**config.mk**
```make
export PLATFORM = sky130hd
export DESIGN_NAME = calendar_date_stepper_flat
export DESIGN_NICKNAME = d
export VERILOG_FILES = /design/src/rtl/core/cds_pkg.sv /design/src/rtl/core/cds_if.sv /design/src/rtl/core/calendar_date_stepper.sv /design/src/flat_wrapper.sv
export SDC_FILE = /design/constraint.sdc
export NUM_CORES = 1
export LEC_CHECK = 0
export BUFFER_PORTS_ARGS = -buffer_cell sky130_fd_sc_hd__buf_2
export CAP_MARGIN = 20
export CORE_MARGIN = 10
export CORE_UTILIZATION = 60
export DETAILED_ROUTE_END_ITERATION = 7
export PLACE_DENSITY_LB_ADDON = 0.1
export SLEW_MARGIN = 10
export SYNTH_ARGS = -nofsm -noshare
export SYNTH_HDL_FRONTEND = slang
export SYNTH_SLANG_ARGS = --single-unit
```
**constraint.sdc**
```tcl
create_clock -name clk_i -period 11 [get_ports clk_i]
set_clock_uncertainty 0.15 [all_clocks]
set_input_delay 2.2 -clock clk_i [delete_from_list [all_inputs] [get_ports clk_i]]
set_output_delay 2.2 -clock clk_i [all_outputs]
set_load 0.02 [all_outputs]
```
**src/rtl/core/cds_pkg.sv**
```systemverilog
// Shared types and constants for the calendar date stepper.
`default_nettype none

package cds_pkg;

  localparam int unsigned DayW   = 5;
  localparam int unsigned MonthW = 4;
  localparam int unsigned YearW  = 14;
  localparam int unsigned CountW = 16;
  localparam int unsigned CfgIdxW  = 8;
  localparam int unsigned CfgDataW = 14;

  // Configuration register indexes
  localparam logic [CfgIdxW-1:0] CfgStartDay   = 8'd0;
  localparam logic [CfgIdxW-1:0] CfgStartMonth = 8'd1;
  localparam logic [CfgIdxW-1:0] CfgStartYear  = 8'd2;
  localparam logic [CfgIdxW-1:0] CfgEndYear    = 8'd3;

  // Reset values
  localparam logic [DayW-1:0]   RstStartDay   = 5'd6;
  localparam logic [MonthW-1:0] RstStartMonth = 4'd1;
  localparam logic [YearW-1:0]  RstStartYear  = 14'd1901;
  localparam logic [YearW-1:0]  RstEndYear    = 14'd2000;

  localparam logic [DayW-1:0]   MaxStep  = 5'd27;
  localparam logic [YearW-1:0]  YearMax  = 14'd9999;
  localparam logic [CountW-1:0] CountMax = 16'hFFFF;
  localparam logic [MonthW:0]   LastMonth = 5'd12;

  typedef struct packed {
    logic            restart;
    logic [DayW-1:0] step_days;
  } cds_in_t;

  typedef struct packed {
    logic [DayW-1:0]   cur_day;
    logic [MonthW-1:0] cur_month;
    logic [YearW-1:0]  cur_year;
    logic [CountW-1:0] first_count;
    logic              past_end;
  } cds_out_t;

  typedef struct packed {
    logic [CfgIdxW-1:0]  index;
    logic [CfgDataW-1:0] value;
  } cds_cfg_t;

endpackage

`default_nettype wire

```
**src/rtl/core/cds_if.sv**
```systemverilog
// Valid/ready channel interfaces for the calendar date stepper.
`default_nettype none

interface cds_in_if;
  import cds_pkg::*;
  logic    valid;
  logic    ready;
  cds_in_t data;
  modport source (output valid, output data, input ready);
  modport sink   (input valid, input data, output ready);
endinterface

interface cds_out_if;
  import cds_pkg::*;
  logic     valid;
  logic     ready;
  cds_out_t data;
  modport source (output valid, output data, input ready);
  modport sink   (input valid, input data, output ready);
endinterface

interface cds_cfg_if;
  import cds_pkg::*;
  logic     valid;
  logic     ready;
  cds_cfg_t data;
  modport source (output valid, output data, input ready);
  modport sink   (input valid, input data, output ready);
endinterface

`default_nettype wire

```
**src/rtl/core/calendar_date_stepper.sv**
```systemverilog
// Gregorian date stepper: holds day/month/year and a first-of-month count.
// Latency: a result is valid the cycle after its request is accepted.
// Throughput: one request per cycle; input stalls only while the result
//   register is full and the sink holds ready low.
// Reset: date goes to 1901-01-06, count to 0, config to its defaults,
//   result register empty.
`default_nettype none

module calendar_date_stepper (
  input  wire logic  clk_i,
  input  wire logic  rst_ni,
  cds_in_if.sink     in_chan_i,
  cds_cfg_if.sink    cfg_chan_i,
  cds_out_if.source  out_chan_o
);
  import cds_pkg::*;

  // Divisibility by 25 on a 14-bit year: multiply by the inverse of 25
  // mod 2^14 and check the product lands in the low band.
  localparam logic [YearW-1:0] Inv25   = 14'd7209;
  localparam logic [YearW-1:0] Band25  = 14'd655;

  // ---------------------------------------------------------------
  // Configuration registers (always ready, unknown indexes dropped)
  // ---------------------------------------------------------------
  logic [DayW-1:0]   start_day_q;
  logic [MonthW-1:0] start_month_q;
  logic [YearW-1:0]  start_year_q;
  logic [YearW-1:0]  end_year_q;

  assign cfg_chan_i.ready = 1'b1;

  always_ff @(posedge clk_i or negedge rst_ni) begin
    if (!rst_ni) begin
      start_day_q   <= RstStartDay;
      start_month_q <= RstStartMonth;
      start_year_q  <= RstStartYear;
      end_year_q    <= RstEndYear;
    end else if (cfg_chan_i.valid) begin
      case (cfg_chan_i.data.index)
        CfgStartDay:   start_day_q   <= cfg_chan_i.data.value[DayW-1:0];
        CfgStartMonth: start_month_q <= cfg_chan_i.data.value[MonthW-1:0];
        CfgStartYear:  start_year_q  <= cfg_chan_i.data.value[YearW-1:0];
        CfgEndYear:    end_year_q    <= cfg_chan_i.data.value[YearW-1:0];
        default: ;
      endcase
    end
  end

  // ---------------------------------------------------------------
  // Handshake: the result register frees up in the same cycle it
  // is drained, so back-to-back requests flow without bubbles.
  // ---------------------------------------------------------------
  logic     out_valid_q;
  cds_out_t out_q;
  logic     in_fire;

  assign in_chan_i.ready = !out_valid_q || out_chan_o.ready;
  assign in_fire         = in_chan_i.valid && in_chan_i.ready;

  // ---------------------------------------------------------------
  // Date state
  // ---------------------------------------------------------------
  logic [DayW-1:0]   day_q,   day_d;
  logic [MonthW-1:0] month_q, month_d;
  logic [YearW-1:0]  year_q,  year_d;
  logic [CountW-1:0] count_q, count_d;

  // Leap test on the held year
  logic [YearW-1:0] year_x_inv;
  logic             div4, div16, div25, leap;

  assign year_x_inv = year_q * Inv25;     // mod 2^14 by truncation
  assign div4  = (year_q[1:0] == 2'b00);
  assign div16 = (year_q[3:0] == 4'b0000);
  assign div25 = (year_x_inv <= Band25);
  // div by 100 = div4 & div25; div by 400 = div16 & div25
  assign leap  = div25 ? div16 : div4;

  // Month length; anything outside the short months counts as 31
  logic [DayW-1:0] month_len;

  always_comb begin
    if (month_q == 4'd2) begin
      month_len = leap ? 5'd29 : 5'd28;
    end else if (month_q inside {4'd4, 4'd6, 4'd9, 4'd11}) begin
      month_len = 5'd30;
    end else begin
      month_len = 5'd31;
    end
  end

  // Day step and month rollover
  logic [DayW-1:0] step_sat;
  logic [DayW:0]   day_sum;
  logic            day_wrap;
  logic [MonthW:0] month_nx;
  logic            year_wrap;
  logic [DayW:0]   day_wrapped;

  assign step_sat    = (in_chan_i.data.step_days > MaxStep) ? MaxStep
                                                            : in_chan_i.data.step_days;
  assign day_sum     = {1'b0, day_q} + {1'b0, step_sat};
  assign day_wrap    = day_sum > {1'b0, month_len};
  assign day_wrapped = day_sum - {1'b0, month_len};
  assign month_nx    = {1'b0, month_q} + {{MonthW{1'b0}}, day_wrap};
  // Held months 13..15 roll over too, even without a day wrap
  assign year_wrap   = month_nx > LastMonth;

  always_comb begin
    day_d   = day_q;
    month_d = month_q;
    year_d  = year_q;
    count_d = count_q;
    if (in_chan_i.data.restart) begin
      day_d   = start_day_q;
      month_d = start_month_q;
      year_d  = (start_year_q > YearMax) ? YearMax : start_year_q;
      count_d = '0;
    end else begin
      // Count the date before it moves
      if (day_q == 5'd1 && year_q <= end_year_q && count_q != CountMax) begin
        count_d = count_q + 16'd1;
      end
      day_d = day_wrap ? day_wrapped[DayW-1:0] : day_sum[DayW-1:0];
      if (year_wrap) begin
        month_d = 4'd1;
        year_d  = (year_q < YearMax) ? year_q + 14'd1 : YearMax;
      end else begin
        month_d = month_nx[MonthW-1:0];
      end
    end
  end

  always_ff @(posedge clk_i or negedge rst_ni) begin
    if (!rst_ni) begin
      day_q   <= RstStartDay;
      month_q <= RstStartMonth;
      year_q  <= RstStartYear;
      count_q <= '0;
    end else if (in_fire) begin
      day_q   <= day_d;
      month_q <= month_d;
      year_q  <= year_d;
      count_q <= count_d;
    end
  end

  // ---------------------------------------------------------------
  // Result register
  // ---------------------------------------------------------------
  always_ff @(posedge clk_i or negedge rst_ni) begin
    if (!rst_ni) begin
      out_valid_q <= 1'b0;
    end else if (in_fire) begin
      out_valid_q <= 1'b1;
    end else if (out_chan_o.ready) begin
      out_valid_q <= 1'b0;
    end
  end

  always_ff @(posedge clk_i) begin
    if (in_fire) begin
      out_q.cur_day     <= day_d;
      out_q.cur_month   <= month_d;
      out_q.cur_year    <= year_d;
      out_q.first_count <= count_d;
      out_q.past_end    <= year_d > end_year_q;
    end
  end

  assign out_chan_o.valid = out_valid_q;
  assign out_chan_o.data  = out_q;

endmodule

`default_nettype wire
```
**src/flat_wrapper.sv**
```systemverilog
// flat-port wrapper written by rule: the top's interface ports become plain ports
module calendar_date_stepper_flat import cds_pkg::*;
  (clk_i, rst_ni, in_chan_i_valid, in_chan_i_data, in_chan_i_ready, cfg_chan_i_valid, cfg_chan_i_data, cfg_chan_i_ready, out_chan_o_valid, out_chan_o_data, out_chan_o_ready);
  cds_in_if in_chan_i_i ();
  cds_cfg_if cfg_chan_i_i ();
  cds_out_if out_chan_o_i ();
  input  wire logic clk_i;
  input  wire logic rst_ni;
  input wire logic [$bits(in_chan_i_i.valid)-1:0] in_chan_i_valid;
  input wire logic [$bits(in_chan_i_i.data)-1:0] in_chan_i_data;
  output wire logic [$bits(in_chan_i_i.ready)-1:0] in_chan_i_ready;
  input wire logic [$bits(cfg_chan_i_i.valid)-1:0] cfg_chan_i_valid;
  input wire logic [$bits(cfg_chan_i_i.data)-1:0] cfg_chan_i_data;
  output wire logic [$bits(cfg_chan_i_i.ready)-1:0] cfg_chan_i_ready;
  output wire logic [$bits(out_chan_o_i.valid)-1:0] out_chan_o_valid;
  output wire logic [$bits(out_chan_o_i.data)-1:0] out_chan_o_data;
  input wire logic [$bits(out_chan_o_i.ready)-1:0] out_chan_o_ready;
  assign in_chan_i_i.valid = in_chan_i_valid;
  assign in_chan_i_i.data = in_chan_i_data;
  assign in_chan_i_ready = in_chan_i_i.ready;
  assign cfg_chan_i_i.valid = cfg_chan_i_valid;
  assign cfg_chan_i_i.data = cfg_chan_i_data;
  assign cfg_chan_i_ready = cfg_chan_i_i.ready;
  assign out_chan_o_valid = out_chan_o_i.valid;
  assign out_chan_o_data = out_chan_o_i.data;
  assign out_chan_o_i.ready = out_chan_o_ready;
  calendar_date_stepper u_core (.clk_i(clk_i), .rst_ni(rst_ni), .in_chan_i(in_chan_i_i), .cfg_chan_i(cfg_chan_i_i), .out_chan_o(out_chan_o_i));
endmodule
```
==> implementation parameters <==
Parameter                              Value

Status
  Outcome    complete, no violations

Yosys
  Most frequent cell after synthesis    sky130_fd_sc_hd__ha_1
  Share of flip-flops with an asynchronous set or reset after synthesis    0.6581
  Avg Synthesized Cell Area    10.12 µm²
  List of most frequent post-synthesis cells    78 x sky130_fd_sc_hd__ha_1, 70 x sky130_fd_sc_hd__nand2_1, 62 x sky130_fd_sc_hd__nor2_1, 59 x sky130_fd_sc_hd__inv_1, 49 x sky130_fd_sc_hd__dfrtp_1
  Synthesis warning total    0
  Part of the Yosys area used for sequential elements    0.3998
  Synth cell types    76
  Dominant cells by area after synthesis    sky130_fd_sc_hd__dfrtp_1 15%, sky130_fd_sc_hd__edfxtp_1 15%, sky130_fd_sc_hd__ha_1 12%
  Post-Syn Instances    ~780
  Syn nets    906
  Mapped Area    0.007911 mm²
  #FFs+latches synth    117
  Largest area contributor in the synthesized netlist    sky130_fd_sc_hd__dfrtp_1
  Most instantiated flip-flop cell in the synthesis netlist    sky130_fd_sc_hd__dfrtp_1
  Post-synth EDFFs    40
  Share of the synthesized area in the top cell type    0.1550

STA
  Slew @ Worst Pin    1.031 ns
  Max Freq    114.3 MHz
  Final Hold Fails    0
  Number of setup violations in the final report    0
  Post-route setup TNS    0 ns
  Final critical-path share of the clock period    0.7955
  Worst max-slew margin expressed relative to the limit    0.3065
  Slew Viols, Final    0
  Post-route minimum period    roughly 9 ns
  Worst-case hold slack    approximately 0.35 ns
  RSZ-0062 raised after global routing    no

Placement
  GPL Wtd Cong    0.9539
  Post-Place Cell Area    between 0.008 and 0.009 mm²
  Port Buffers    74
  DPL Wire Length    14450 µm

Setup path
  Critical Path Slowest Stage Cell    sky130_fd_sc_hd__dfstp_2
  Arrival time of the worst setup path    8.88 ns
  Type of the worst setup path    register to register
  Start of the worst register-to-register path    u_core.year_q[2]$_DFFE_PN1P_
  Delay-heaviest family, CP    adder cells
  Worst path required time    11.13 ns
  Critical path capture point type    register
  Capture instance of the worst register-to-register path    u_core.out_chan_o.data[0]$_DFFE_PP_
  Crit path buf inv count    1
  Cell count of the worst reg-to-reg path    31
  Biggest cell delay along the critical path    0.67 ns
  Largest fanout on the critical path    10
  Critical path startpoint category    register
  CP most frequent cell    sky130_fd_sc_hd__ha_1
  R2r setup slk    2.25 ns

Pwr
  Total leakage power    4.006 nW
  Final total power    1.667 mW
  Power per cell area    187.1 mW/mm²
  Max IR drop VDD    0.1182 mV

CTS
  Buffers inserted during post-CTS setup optimization    0
  Clock edge transition at the registers on the reported setup and hold paths    0.06 ns
  Library cell used as clock root buffer    sky130_fd_sc_hd__clkbuf_16
  Clock tree from TritonCTS    done
  # hold bufs at CTS    0
  Number of buffers added by the clock tree synthesis step    17
  # clock sinks    between 100 and 150
  CTS Buffer Depth    2
  Insertion delay to the later sink of the worst-skew pair    0.42 ns
  CTS-repair resized insts    0
  CTS H-Tree Depth    4

Layout
  Antenna Diode Count    0
  # nets final    969
  Summed area of non-filler cells in the final layout    about 0.009 mm²
  Ratio of cells with drive above 1 in the final layout    0.2238
  Fill cells    961
  Synthesis-to-layout area growth    12.64%
  Final core utilization    0.6976

Hold path
  Hold endpoint    u_core.day_q[2]$_DFFE_PN1P_
  Kind of path behind the tightest hold check    register to register
  Hold path depth    2
  Hold Crit Start    u_core.day_q[2]$_DFFE_PN1P_

Floorplan
  Die height    134.8 µm
  Io pins    76
  DIE WIDTH    134.8 µm
  Standard-cell rows    41
  Starting density of the core    0.6194
  Core ar.    0.01277 mm²
  Die Footprint    0.01818 mm²

Drt
  Final wirelength    approximately 20000 µm
  Wire length on met1    9435 µm
  Via count    6197
  Met2 layer wire length in the routed design    about 9000 µm
  Remaining number of nets flagged by the antenna check after routing    0
  1st-iter DRT viols    378
  First-pass DRT Iterations    5
  Vias per cell    between 6 and 7
  Number of design rule violations left after detail routing    0
  Average wire per standard cell    19.36 µm
  Routed length on met3    1367 µm
  Highest metal used    met4

GRT
  Maximum number of pins on one net before global-route repair    78
  Antenna violations before repair    0
  Tot GR Track Use    0.2215
  Overflow left after global routing    0
  Global-route wire length before repair    31990 µm
  Vias in the first global route    slightly above 6000

Job
  Number of max-cap violations    0
[stage by stage]
step | worst slack (ns) | instances
2_1_floorplan | 3.406 | 782
6_report | 2.249 | 1030
3_5_place_dp | 2.374 | 998
3_3_place_gp | 2.700 | 998
5_1_grt | 1.617 | 1030
4_1_cts | 2.335 | 1030
[registers in the layout, indices dropped and copies added (netlist names)]
register	flops
u_core.out_chan_o.data	40
u_core.count_q	16
u_core.end_year_q	14
u_core.start_year_q	14
u_core.year_q	14
u_core.day_q	5
u_core.start_day_q	5
u_core.month_q	4
u_core.start_month_q	4
u_core.out_chan_o.valid	1
[kinds of logic (layout without fill, tap and decap cells)]
family,Yosys count,in the layout,share of synthesized area
AND/OR/NAND/NOR,228,228,0.1444
AO/OA/AOI/OAI,158,158,0.1306
flip-flops,117,117,0.3998
buffers and inverters,93,169,0.04919
adder cells (fa/ha/maj),91,91,0.1563
multiplexers,53,53,0.07386
XOR/XNOR,41,41,0.04539
other,1,1,0.0004740
[per-layer routing]
metal,global-route usage,up-vias
li1,-,2916
met1,0.3067,3002
met2,0.3375,249
met3,0.04599,30
met4,0.07376,0
met5,0,-
[cells in the final DEF, fill, tap and decap left out, drive strengths merged, types with 4 or more instances in the layout]
cell type	count
nand3	20
dfstp	28
a21o	7
clkinv	9
a211oi	4
nor2b	6
o31ai	6
and2	4
a21oi	38
buf	77
a31oi	8
o21ai	46
clkbuf	21
inv	59
edfxtp	40
o21a	8
nand2	71
nor2	63
xnor2	23
nor3	7
nor3b	4
ha	78
nand4	12
nand2b	10
o22ai	6
xor2	18
o31a	5
mux2	43
mux2i	10
and3	8
fa	13
nor4	8
dfrtp	49
[how the worst max path moves through the flow]
stage                                  from                                  end  slack (ns)  depth (start not counted)
5_1_grt        u_core.year_q[0]$_DFFE_PN1P_  u_core.out_chan_o.data[0]$_DFFE_PP_        1.62                         31
2_1_floorplan  u_core.year_q[2]$_DFFE_PN1P_  u_core.out_chan_o.data[0]$_DFFE_PP_        3.41                         33
3_3_place_gp   u_core.year_q[2]$_DFFE_PN1P_  u_core.out_chan_o.data[0]$_DFFE_PP_        2.70                         31
3_5_place_dp   u_core.year_q[2]$_DFFE_PN1P_  u_core.out_chan_o.data[0]$_DFFE_PP_        2.37                         31
6_report       u_core.year_q[2]$_DFFE_PN1P_  u_core.out_chan_o.data[0]$_DFFE_PP_        2.25                         31
4_1_cts        u_core.year_q[2]$_DFFE_PN1P_  u_core.out_chan_o.data[0]$_DFFE_PP_        2.33                         31
[power breakdown]
part | internal (mW) | switching, mW | total (mW) | leakage [nW]
logic | 0.232 | 0.333 | 0.564 | 2.41
clock network | 0.323 | 0.195 | 0.518 | 0.266
registers | 0.520 | 0.0643 | 0.585 | 1.33
total | 1.08 | 0.592 | 1.67 | 4.01
[tightest hold or removal path: cells and delay by family (launching register included)]
kind	cells	cell delay (ns)
AO/OA/AOI/OAI	1	0.06
flip-flops	1	0.38
AND/OR/NAND/NOR	1	0.05
[final cells by class]
class                           count  area [µm²]  area share
Clock buffer                       21       470.5     0.05279
Clock inverter                     11       82.58    0.009267
Inverter                           60       225.2     0.02527
Multi-Input combinational cell    572        4359      0.4892
Sequential cell                   117        3163      0.3550
Tap cell                          172       215.2     0.02415
Timing Repair Buffer               77       395.4     0.04437
(Power assumes the default switching activity.)
